### config.mk
export PLATFORM = sky130hd
export DESIGN_NAME = filling_line_sequencer
export DESIGN_NICKNAME = d
export VERILOG_FILES = /design/src/hdl/fls_pkg.sv /design/src/hdl/fls_cfg.sv /design/src/hdl/fls_step.sv /design/src/hdl/filling_line_sequencer.sv
export SDC_FILE = /design/constraint.sdc
export NUM_CORES = 1
export LEC_CHECK = 0
export BUFFER_PORTS_ARGS = -buffer_cell sky130_fd_sc_hd__buf_2
export CORE_ASPECT_RATIO = 0.9
export CORE_MARGIN = 1.5
export CORE_UTILIZATION = 40
export DETAILED_ROUTE_END_ITERATION = 10
export GPL_TIMING_DRIVEN = 1
export HOLD_SLACK_MARGIN = 0.15
export SYNTH_ARGS = -nofsm -noshare
export SYNTH_HDL_FRONTEND = slang
export SYNTH_HIERARCHICAL = 1
export SYNTH_SLANG_ARGS = --single-unit
export TNS_END_PERCENT = 5
### constraint.sdc
create_clock -name clk -period 5.25 [get_ports clk]
set_clock_uncertainty 0.1 [all_clocks]
set_input_delay 0 -clock clk [delete_from_list [all_inputs] [get_ports clk]]
set_output_delay 0 -clock clk [all_outputs]
set_load 0.01 [all_outputs]
### src/hdl/fls_pkg.sv
// Package for the filling line sequencer: line state codes, drive bit
// positions and the structs that pass between the sequencer modules.
// Depends on nothing.
`default_nettype none

package fls_pkg;

	// Line state codes as seen on the line_state port.
	typedef enum logic [3:0] {
		ST_CONFIG      = 4'd0,
		ST_IDLE        = 4'd1,
		ST_READY       = 4'd2,
		ST_CONVEYOR    = 4'd3,
		ST_CHECK_DOSER = 4'd4,
		ST_CYLINDER    = 4'd5,
		ST_MOVE_OUT    = 4'd6,
		ST_DONE        = 4'd7,
		ST_TIMEOUT     = 4'd8,
		ST_EMERGENCY   = 4'd9,
		ST_RES_LOW     = 4'd10,
		ST_FAULT       = 4'd11
	} line_state_t;

	// Configuration register indexes.
	localparam logic [1:0] REG_CONTAINER_COUNT = 2'd0;
	localparam logic [1:0] REG_TEMP_THRESHOLD  = 2'd1;
	localparam logic [1:0] REG_TIMEOUT_LIMIT   = 2'd2;

	// Bit positions in the drive vector.
	localparam int DRV_DOSER    = 0;
	localparam int DRV_CONVEYOR = 1;
	localparam int DRV_CYLINDER = 2;
	localparam int DRV_RED      = 3;
	localparam int DRV_YELLOW   = 4;

	localparam logic [6:0] MAX_CONTAINERS = 7'd99;
	localparam logic [7:0] TIMEOUT_SAT    = 8'd255;

	// Reset values of the configuration registers.
	localparam logic [6:0] CONTAINER_COUNT_RST = 7'd0;
	localparam logic [9:0] TEMP_THRESHOLD_RST  = 10'd717;
	localparam logic [7:0] TIMEOUT_LIMIT_RST   = 8'd15;

	typedef struct packed {
		logic [6:0] container_count;
		logic [9:0] temperature_threshold;
		logic [7:0] timeout_limit;
	} cfg_t;

	typedef struct packed {
		logic       emergency_event;
		logic       start_switch;
		logic       reservoir_low;
		logic       container_in_place;
		logic       doser_full;
		logic       doser_has_product;
		logic       reset_button;
		logic       emergency_button;
		logic [9:0] temperature_sample;
		logic       timer_tick;
	} poll_t;

	typedef struct packed {
		line_state_t line_state;
		logic [6:0]  remaining;
		logic [7:0]  timeout_count;
		logic        batch_done;
		logic [4:0]  drive;
	} seq_state_t;

endpackage

`default_nettype wire

### src/hdl/fls_cfg.sv
// Configuration registers of the filling line sequencer.
// Depends on fls_pkg for the register indexes, reset values and cfg_t.
`default_nettype none

module fls_cfg (
	input  wire logic          clk,
	input  wire logic          arst_n,
	input  wire logic          cfg_write,
	input  wire logic [1:0]    cfg_index,
	input  wire logic [9:0]    cfg_data,
	output fls_pkg::cfg_t      cfg
);

	fls_pkg::cfg_t cfg_q;

	// Register writes; an index beyond the list is ignored.
	always_ff @(posedge clk or negedge arst_n) begin
		if (!arst_n) begin
			cfg_q.container_count       <= fls_pkg::CONTAINER_COUNT_RST;
			cfg_q.temperature_threshold <= fls_pkg::TEMP_THRESHOLD_RST;
			cfg_q.timeout_limit         <= fls_pkg::TIMEOUT_LIMIT_RST;
		end else if (cfg_write) begin
			case (cfg_index)
				fls_pkg::REG_CONTAINER_COUNT: cfg_q.container_count <= cfg_data[6:0];
				fls_pkg::REG_TEMP_THRESHOLD:  cfg_q.temperature_threshold <= cfg_data;
				fls_pkg::REG_TIMEOUT_LIMIT:   cfg_q.timeout_limit <= cfg_data[7:0];
				default: ;
			endcase
		end
	end

	assign cfg = cfg_q;

endmodule

`default_nettype wire

### src/hdl/fls_step.sv
// Next-state logic of the filling line sequencer: one poll applied to the
// current line state. Depends on fls_pkg for state codes and structs.
`default_nettype none

module fls_step (
	input  wire fls_pkg::seq_state_t cur,
	input  wire fls_pkg::poll_t      poll,
	input  wire fls_pkg::cfg_t       cfg,
	output fls_pkg::seq_state_t      nxt
);

	logic [4:0] motion;
	logic       timed_out;

	assign motion = (5'd1 << fls_pkg::DRV_DOSER) | (5'd1 << fls_pkg::DRV_CONVEYOR)
		| (5'd1 << fls_pkg::DRV_CYLINDER);

	always_comb begin
		nxt = cur;

		// The tick counts only while the conveyor was already running.
		if (poll.timer_tick && cur.drive[fls_pkg::DRV_CONVEYOR]
				&& (cur.timeout_count != fls_pkg::TIMEOUT_SAT)) begin
			nxt.timeout_count = cur.timeout_count + 8'd1;
		end
		timed_out = nxt.timeout_count > cfg.timeout_limit;

		// An emergency event forces the emergency state before the step.
		if (poll.emergency_event) begin
			nxt.line_state = fls_pkg::ST_EMERGENCY;
			nxt.drive = nxt.drive & ~motion;
			nxt.drive[fls_pkg::DRV_RED] = 1'b1;
		end

		// One step of the line sequence.
		case (nxt.line_state)
			fls_pkg::ST_IDLE: begin
				if (poll.start_switch) nxt.line_state = fls_pkg::ST_READY;
			end
			fls_pkg::ST_READY: begin
				if (poll.reservoir_low) begin
					nxt.line_state = fls_pkg::ST_RES_LOW;
				end else if (poll.temperature_sample > cfg.temperature_threshold) begin
					nxt.line_state = fls_pkg::ST_CONVEYOR;
					nxt.drive[fls_pkg::DRV_CONVEYOR] = 1'b1;
					nxt.timeout_count = 8'd0;
				end
			end
			fls_pkg::ST_CONVEYOR: begin
				if (poll.reservoir_low) begin
					nxt.line_state = fls_pkg::ST_RES_LOW;
					nxt.drive[fls_pkg::DRV_DOSER] = 1'b0;
					nxt.drive[fls_pkg::DRV_CONVEYOR] = 1'b0;
				end else if (poll.container_in_place) begin
					nxt.line_state = fls_pkg::ST_CHECK_DOSER;
					nxt.drive[fls_pkg::DRV_CONVEYOR] = 1'b0;
				end else if (nxt.remaining == 7'd0) begin
					nxt.line_state = fls_pkg::ST_DONE;
					nxt.batch_done = 1'b1;
					nxt.drive = nxt.drive & ~motion;
				end else if (timed_out) begin
					nxt.line_state = fls_pkg::ST_TIMEOUT;
					nxt.drive = nxt.drive & ~motion;
					nxt.drive[fls_pkg::DRV_RED] = 1'b1;
				end
			end
			fls_pkg::ST_CHECK_DOSER: begin
				if (poll.doser_full && !poll.doser_has_product) begin
					nxt.line_state = fls_pkg::ST_FAULT;
					nxt.drive = nxt.drive & ~motion;
					nxt.drive[fls_pkg::DRV_RED] = 1'b1;
				end else if (poll.doser_full && poll.doser_has_product) begin
					nxt.drive[fls_pkg::DRV_DOSER] = 1'b0;
					nxt.drive[fls_pkg::DRV_CYLINDER] = 1'b1;
					nxt.line_state = fls_pkg::ST_CYLINDER;
				end else if (!poll.doser_has_product) begin
					nxt.drive[fls_pkg::DRV_DOSER] = 1'b1;
				end
			end
			fls_pkg::ST_CYLINDER: begin
				if (!poll.doser_has_product) begin
					nxt.drive[fls_pkg::DRV_CYLINDER] = 1'b0;
					nxt.line_state = fls_pkg::ST_MOVE_OUT;
					nxt.drive[fls_pkg::DRV_CONVEYOR] = 1'b1;
					nxt.timeout_count = 8'd0;
				end
			end
			fls_pkg::ST_MOVE_OUT: begin
				if (!poll.container_in_place) begin
					nxt.line_state = fls_pkg::ST_CONVEYOR;
					if (nxt.remaining != 7'd0) nxt.remaining = nxt.remaining - 7'd1;
				end else if (timed_out) begin
					nxt.line_state = fls_pkg::ST_TIMEOUT;
					nxt.drive = nxt.drive & ~motion;
					nxt.drive[fls_pkg::DRV_RED] = 1'b1;
				end
			end
			fls_pkg::ST_DONE: begin
				nxt.drive[fls_pkg::DRV_YELLOW] = nxt.batch_done;
				if (poll.reset_button) begin
					nxt.line_state = fls_pkg::ST_CONFIG;
					nxt.drive[fls_pkg::DRV_YELLOW] = 1'b0;
				end
			end
			fls_pkg::ST_TIMEOUT, fls_pkg::ST_FAULT: begin
				if (poll.reset_button) begin
					nxt.line_state = fls_pkg::ST_CONFIG;
					nxt.drive[fls_pkg::DRV_RED] = 1'b0;
				end
			end
			fls_pkg::ST_EMERGENCY: begin
				if (!poll.emergency_button) begin
					nxt.drive[fls_pkg::DRV_RED] = 1'b0;
					nxt.line_state = fls_pkg::ST_CONFIG;
				end
			end
			fls_pkg::ST_RES_LOW: begin
				nxt.drive[fls_pkg::DRV_RED] = 1'b0;
				if (!poll.reservoir_low) nxt.line_state = fls_pkg::ST_CONFIG;
			end
			default: begin
				// Configure, or any unknown code: load a new batch once the last one is used up.
				if (nxt.remaining == 7'd0) begin
					nxt.remaining = (cfg.container_count > fls_pkg::MAX_CONTAINERS)
						? fls_pkg::MAX_CONTAINERS : cfg.container_count;
				end
				nxt.line_state = fls_pkg::ST_IDLE;
			end
		endcase
	end

endmodule

`default_nettype wire

### src/hdl/filling_line_sequencer.sv
// Top level of the filling line sequencer: poll register, line state,
// result register and handshakes. Depends on fls_pkg, fls_cfg and fls_step.
//
//   channel | direction | handshake             | payload
//   poll    | in        | in_valid / in_ready   | ten sensor and event fields
//   result  | out       | out_valid / out_ready | state, count, five drives
//   config  | in        | cfg_write             | cfg_index, cfg_data
//
// A poll is taken into the poll register; once the result register is free,
// the step logic updates the line state and loads the result register from
// it. One poll is taken per cycle while the result channel is not stalled.
// A stalled result holds the result register; the poll register then fills,
// and in_ready falls until the result is taken.
// Reset puts the line in configure with everything off and the configuration
// registers at their reset values.
`default_nettype none

module filling_line_sequencer (
	input  wire logic       clk,
	input  wire logic       arst_n,
	input  wire logic       in_valid,
	output      logic       in_ready,
	input  wire logic       emergency_event,
	input  wire logic       start_switch,
	input  wire logic       reservoir_low,
	input  wire logic       container_in_place,
	input  wire logic       doser_full,
	input  wire logic       doser_has_product,
	input  wire logic       reset_button,
	input  wire logic       emergency_button,
	input  wire logic [9:0] temperature_sample,
	input  wire logic       timer_tick,
	output      logic       out_valid,
	input  wire logic       out_ready,
	output      logic [3:0] line_state,
	output      logic [6:0] remaining_count,
	output      logic       doser_motor,
	output      logic       conveyor_motor,
	output      logic       cylinder_drive,
	output      logic       red_lamp,
	output      logic       yellow_lamp,
	input  wire logic       cfg_write,
	input  wire logic [1:0] cfg_index,
	input  wire logic [9:0] cfg_data
);

	fls_pkg::cfg_t       cfg;
	fls_pkg::poll_t      poll_s1;
	logic                valid_s1;
	fls_pkg::seq_state_t state_q;
	fls_pkg::seq_state_t state_nxt;
	logic                valid_s2;
	logic [3:0]          line_state_s2;
	logic [6:0]          remaining_s2;
	logic [4:0]          drive_s2;
	logic                advance;

	fls_cfg u_cfg (
		.clk       (clk),
		.arst_n    (arst_n),
		.cfg_write (cfg_write),
		.cfg_index (cfg_index),
		.cfg_data  (cfg_data),
		.cfg       (cfg)
	);

	fls_step u_step (
		.cur  (state_q),
		.poll (poll_s1),
		.cfg  (cfg),
		.nxt  (state_nxt)
	);

	// The poll stage moves on whenever the result register is free.
	assign advance  = !valid_s2 || out_ready;
	assign in_ready = !valid_s1 || advance;

	// Poll register.
	always_ff @(posedge clk or negedge arst_n) begin
		if (!arst_n) begin
			valid_s1 <= 1'b0;
		end else if (in_ready) begin
			valid_s1 <= in_valid;
		end
	end

	always_ff @(posedge clk) begin
		if (in_ready && in_valid) begin
			poll_s1 <= '{emergency_event, start_switch, reservoir_low,
				container_in_place, doser_full, doser_has_product, reset_button,
				emergency_button, temperature_sample, timer_tick};
		end
	end

	// Line state, updated once for every poll that leaves the poll stage.
	always_ff @(posedge clk or negedge arst_n) begin
		if (!arst_n) begin
			state_q.line_state    <= fls_pkg::ST_CONFIG;
			state_q.remaining     <= 7'd0;
			state_q.timeout_count <= 8'd0;
			state_q.batch_done    <= 1'b0;
			state_q.drive         <= 5'd0;
		end else if (valid_s1 && advance) begin
			state_q <= state_nxt;
		end
	end

	// Result register.
	always_ff @(posedge clk or negedge arst_n) begin
		if (!arst_n) begin
			valid_s2 <= 1'b0;
		end else if (advance) begin
			valid_s2 <= valid_s1;
		end
	end

	always_ff @(posedge clk) begin
		if (valid_s1 && advance) begin
			line_state_s2 <= state_nxt.line_state;
			remaining_s2  <= state_nxt.remaining;
			drive_s2      <= state_nxt.drive;
		end
	end

	assign out_valid       = valid_s2;
	assign line_state      = line_state_s2;
	assign remaining_count = remaining_s2;
	assign doser_motor     = drive_s2[fls_pkg::DRV_DOSER];
	assign conveyor_motor  = drive_s2[fls_pkg::DRV_CONVEYOR];
	assign cylinder_drive  = drive_s2[fls_pkg::DRV_CYLINDER];
	assign red_lamp        = drive_s2[fls_pkg::DRV_RED];
	assign yellow_lamp     = drive_s2[fls_pkg::DRV_YELLOW];

endmodule

`default_nettype wire

# After elaboration in Yosys (flattened, before gate mapping)
# Cells that the tools add are included.
classes:
  addsub: 2
  order_cmp: 3
  eq_ne: 14
  muxes: 53
  n_bitwise: 2
  reduce_logical: 21
op_table:
  columns: ["op", "n"]
  rows:
  - ["two-way mux 4 bit", 19]
  - ["one-hot mux 4 bit (9 select lines)", 1]
  - ["two-way mux 8 bit", 4]
  - ["two-way mux 7 bit", 4]
  - ["equality test 4 x 3 -> 1 bit, second input constant", 4]
  - ["equality test 4 bit, second input constant", 4]
  - ["one-hot mux 8 bit (2 select lines)", 1]
  - ["two-way mux 1 bit", 14]
  - ["one-hot mux 7 bit (2 select lines)", 1]
  - ["> comparator 10 bit", 1]
  - ["OR reduction 10 bit", 1]
  - ["adder 8 x 1 -> 8 bit, second input constant", 1]
  - ["equality test 4 x 2 -> 1 bit, second input constant", 2]
  - ["> comparator 8 bit", 1]
  - ["two-way mux 2 bit", 4]
  - ["!= test 8 bit, second input constant", 1]
  - ["one-hot mux 1 bit (4 select lines)", 2]
  - ["> comparator 7 bit, second input constant", 1]
  - ["logical NOT 7 bit", 1]
  - ["nonzero test 7 bit", 1]
  - ["subtractor 7 x 1 -> 7 bit, second input constant", 1]
  - ["logical AND 1 bit", 6]
  - ["one-hot mux 1 bit (6 select lines)", 1]
  - ["AND reduction 2 bit", 3]
  - ["other kinds (12)", 16]
word_totals:
  reg_bits: 87
  in_bits: 36
  out_inout_bits: 18
  wordCells: 118

# Logic depth before layout (Yosys ltp)
depth:
  ltp_word: 9
  depth_mapped: 11
  mapped_depth_nobuf: 11

# Modules after synthesis
# The synthesis kept the hierarchy.
modules_own_cells:
  columns: ["module", "n_inst", "cells_per_inst", "area_per_inst_um2", "seq_area_each_um2"]
  rows:
  - ["filling_line_sequencer", 1, 96, 2157.1, 1726.7]
  - ["fls_step", 1, 258, 1761.7, 0.0]
  - ["fls_cfg", 1, 54, 964.7, 638.1]

# Worst setup path before layout
# Ideal clock, no wire load.
synth_path:
  path_kind: "reg2reg"
  start: "reg state_q[10] (netlist name)"
  end: "reg state_q[22] (netlist name)"
  arrival_time_ns: 2.807
  setup_slack_ns: 2.218
  path_stages_with_launch: 12
  n_path_buf: 0
  synth_period_minus_slack_ns: 3.032
  path_cell_list: "dfrtp_1 -> and4_1 -> nand4_1 -> nand3_1 -> mux2_2 -> ha_1 -> nor2b_1 -> o211ai_1 -> a211oi_2 -> o21ai_0 -> a311o_2 -> mux2_4"
synth_lines:
  columns: ["item", "line_no", "rtl"]
  rows:
  - ["start, declared", "filling_line_sequencer.sv:50", "fls_pkg::seq_state_t state_q;"]
  - ["start signal, assigned", "filling_line_sequencer.sv:104", "state_q <= state_nxt;"]

==> flow_metrics.tcl <==
set metrics [dict create \
    swShare_pct 32.1 \
    place_area_um2 5260 \
    yosys-top-cells-area "dfrtp_1 22%, edfxtp_1 22%, mux2_2 7.6%, mux2_4 5.8%, dfstp_2 5.4%" \
    syn_area_um2 4880 \
    port_buffers 53 \
    gp_congestion 0.828 \
    intPower_uw 1480 \
    clock-root-buffer "clkbuf_16" \
    end_kind "flop" \
    layout_setup_ws_ns 1.85 \
    tns_ns 0 \
    clock_latency_ns 0.35 \
    wire_per_inst_um 16.6 \
    htreeDepth 3 \
    coreArea_um2 12000 \
    fin_crit_sh_pct 64.7 \
    fp.dieH_um 108 \
    cp_slowest_stage_delay_ns 0.43 \
    grt_usage_pct 18.2 \
    synth.net_count 465 \
    status "complete, no violations" \
    synth_edf_count 35 \
    insertedDiodeCount 0 \
    area_delta_synth_final_pct 21.1 \
    multi_input_area_um2 2320 \
    crit_type "flop to flop" \
    synth_cell_types 72 \
    avgViaCountPerCell 5.41 \
    grt_first_pass_wirelength_um 18000 \
    dpl_worst_slack_ns 1.89 \
    clkPwrFrac_pct 27.2 \
    globalRoute.totalOverflow 0 \
    hpwl_um 7620 \
    worstHoldPathType "primary input to async pin" \
    fin_area_um2 5910 \
    vias 3579 \
    grt_pass1_vias 3513 \
    setup_viol 0 \
    drive_gt1_share_pct 29.7 \
    arrival_ns 3.52 \
    cp_max_fo 6 \
    crit_chain "and4_1, and4b_1, and3_1, xor2_1, ha_1, nand4_1, nor2_1, a211oi_2, o21ai_0, a311o_2, mux2_4" \
    fill_cells 1093 \
    clkSlewWorstSetupHoldPaths_ns 0.06 \
    layout_commonest_cell "buf_2" \
    tightest_slew_ns 1.05 \
    p_per_area_nw_per_um2 368 \
    antenna_found_initial 0 \
    numCtsBuffers 9 \
    slew_violations 0 \
    clock.fmax_mhz 295 \
    rsz0062_at_grt "false" \
    async_flop_share_pct 59.8 \
    yosysSeqAreaShare_pct 48.4 \
    yosysWarnings 6 \
    r2r_slack_ns 1.85 \
    max_cap_violations 0 \
    wl_um 11000 \
    start_util_pct 40.8 \
    drt_iter0_drc 316 \
    ios 54 \
    fin_crit_ns 3.40 \
    rows 38 \
    die_x_um 119 \
    drc 0 \
    seq_power_share_pct 45.5 \
    start_kind "flop" \
    synth.avg_cell_area_um2 12.0 \
    ant_nets 0 \
    yosysTopAreaCell "dfrtp_1" \
    combPwrFrac_pct 27.3 \
    grt_start_max_net_pins 53 \
    ys.flop_type "dfrtp_1" \
    syn_inst 408 \
    tritoncts "built" \
    firstDrtPassIters 4 \
    cts.sinks 87 \
    vdd_drop_max_uv 165 \
    cpMaxStageDelayCell "dfrtp_1" \
    yosysTopAreaCellShare_pct 21.5 \
    hold_viol 0 \
    seq_area_um2 2360 \
    leakage_uw 0.00258 \
    relSlewSlack_pct 29.7 \
    power_uw 2180 \
    die_area_um2 12900 \
    ys_ff_latch 87 \
    final_util_pct 49.4 \
    layout_common_cells "53 x buf_2, 42 x dfrtp_1, 38 x dlygate4sd3_1" \
    clockBufferDepth 2 \
    post_cts_buffers 0 \
    p_sw_uw 698 \
    layout.nets 553 \
    crit_required_ns 5.38 \
]
## per-layer routing
metal	up-vias	part of all wire (%)	wire (µm)	global-route usage [%]
met5	-	0	0	0
li1	1706	-	-	-
met1	1757	46	5060	24.0
met4	0	1.5	159	6.04
met3	13	5.0	553	4.13
met2	103	47	5190	29.6
## worst max-delay path, delay by kind of cell, from the launching register on
family	cells	cell delay, ns
xor+xnor	1	0.20
compound gates	3	0.94
mux	1	0.27
flops	1	0.43
fa+ha+maj	1	0.28
simple gates	5	1.06
## power by group through the flow
stage	Sequential, µW	Clock (µW)	Combinational [µW]
final	991	592	594
after global routing	1010	636	660
after CTS	990	611	594
after detailed placement	1000	0	568
after global placement	999	0	558
after floorplan	944	0	479
## sequential cells by signal (all words and copies together) (netlist names)
register	count
line_state	4
valid_s1	1
out_valid	1
u_cfg/cfg	25
drive_s2	5
remaining_count	7
poll_s1	19
state_q	25
## kinds of logic after synthesis
group,Yosys count,share of synthesized area [%]
DFF,87,48.4
buffers and inverters,43,4.12
and+or+nand+nor,113,14.7
adders and majority gates,21,5.38
muxes,54,13.9
xor gates and xnor gates,9,1.61
AOI/OAI and AO/OA,81,11.9
## synth_stat cells, types with 4 or more instances
cell,n
dfrtp_1,42
dfstp_2,10
nor3_1,13
xor2_1,6
ha_1,21
nand2b_1,7
inv_1,28
mux2_4,19
nor4_1,5
o21ai_0,18
a211o_1,4
nand2_1,17
nor2_1,8
buf_2,4
nor2b_1,10
a22oi_1,5
a21o_1,5
or3_1,4
nand4_1,11
and3_1,6
edfxtp_1,35
mux2_2,33
nand3b_1,5
a21oi_1,17
nand3_1,4
clkbuf_1,4
## area by class of cell
cell class                      count  share of cell area (%)
Clock buffer                       10                    3.87
Multi-Input combinational cell    278                    39.2
Sequential cell                    87                    40.0
Tap cell                          160                    3.39
Timing Repair Buffer               92                    11.0
Inverter                           28                    1.78
Clock inverter                      6                   0.741
## final timing paths
kind	from	endpoint	cells after the start
setup / recovery	state_q[10]	state_q[22]	11
hold / removal	arst_n	state_q[5]	3
setup reg to reg	state_q[10]	state_q[22]	11
hold reg to reg	u_cfg/cfg[6]	u_cfg/cfg[6]	1
max in group asynchronous	arst_n	state_q[17]	3
min in group clk	temperature_sample[5]	poll_s1[6]	2
## stage by stage
stage	instances	hold WS (ns)
finish	661	0.226
global route	661	0.252
CTS	661	0.239
detailed placement	607	0.0781
global placement	607	0.0759
floorplan	408	-0.396
## what timing repair did
| item | 4_1_cts | 5_1_grt |
|---|---|---|
| hold endpoints to repair | 98 | 0 |
| resized for setup | 0 | 0 |
| hold buffers | 38 | 0 |
Power figures use the tool's default switching activity.
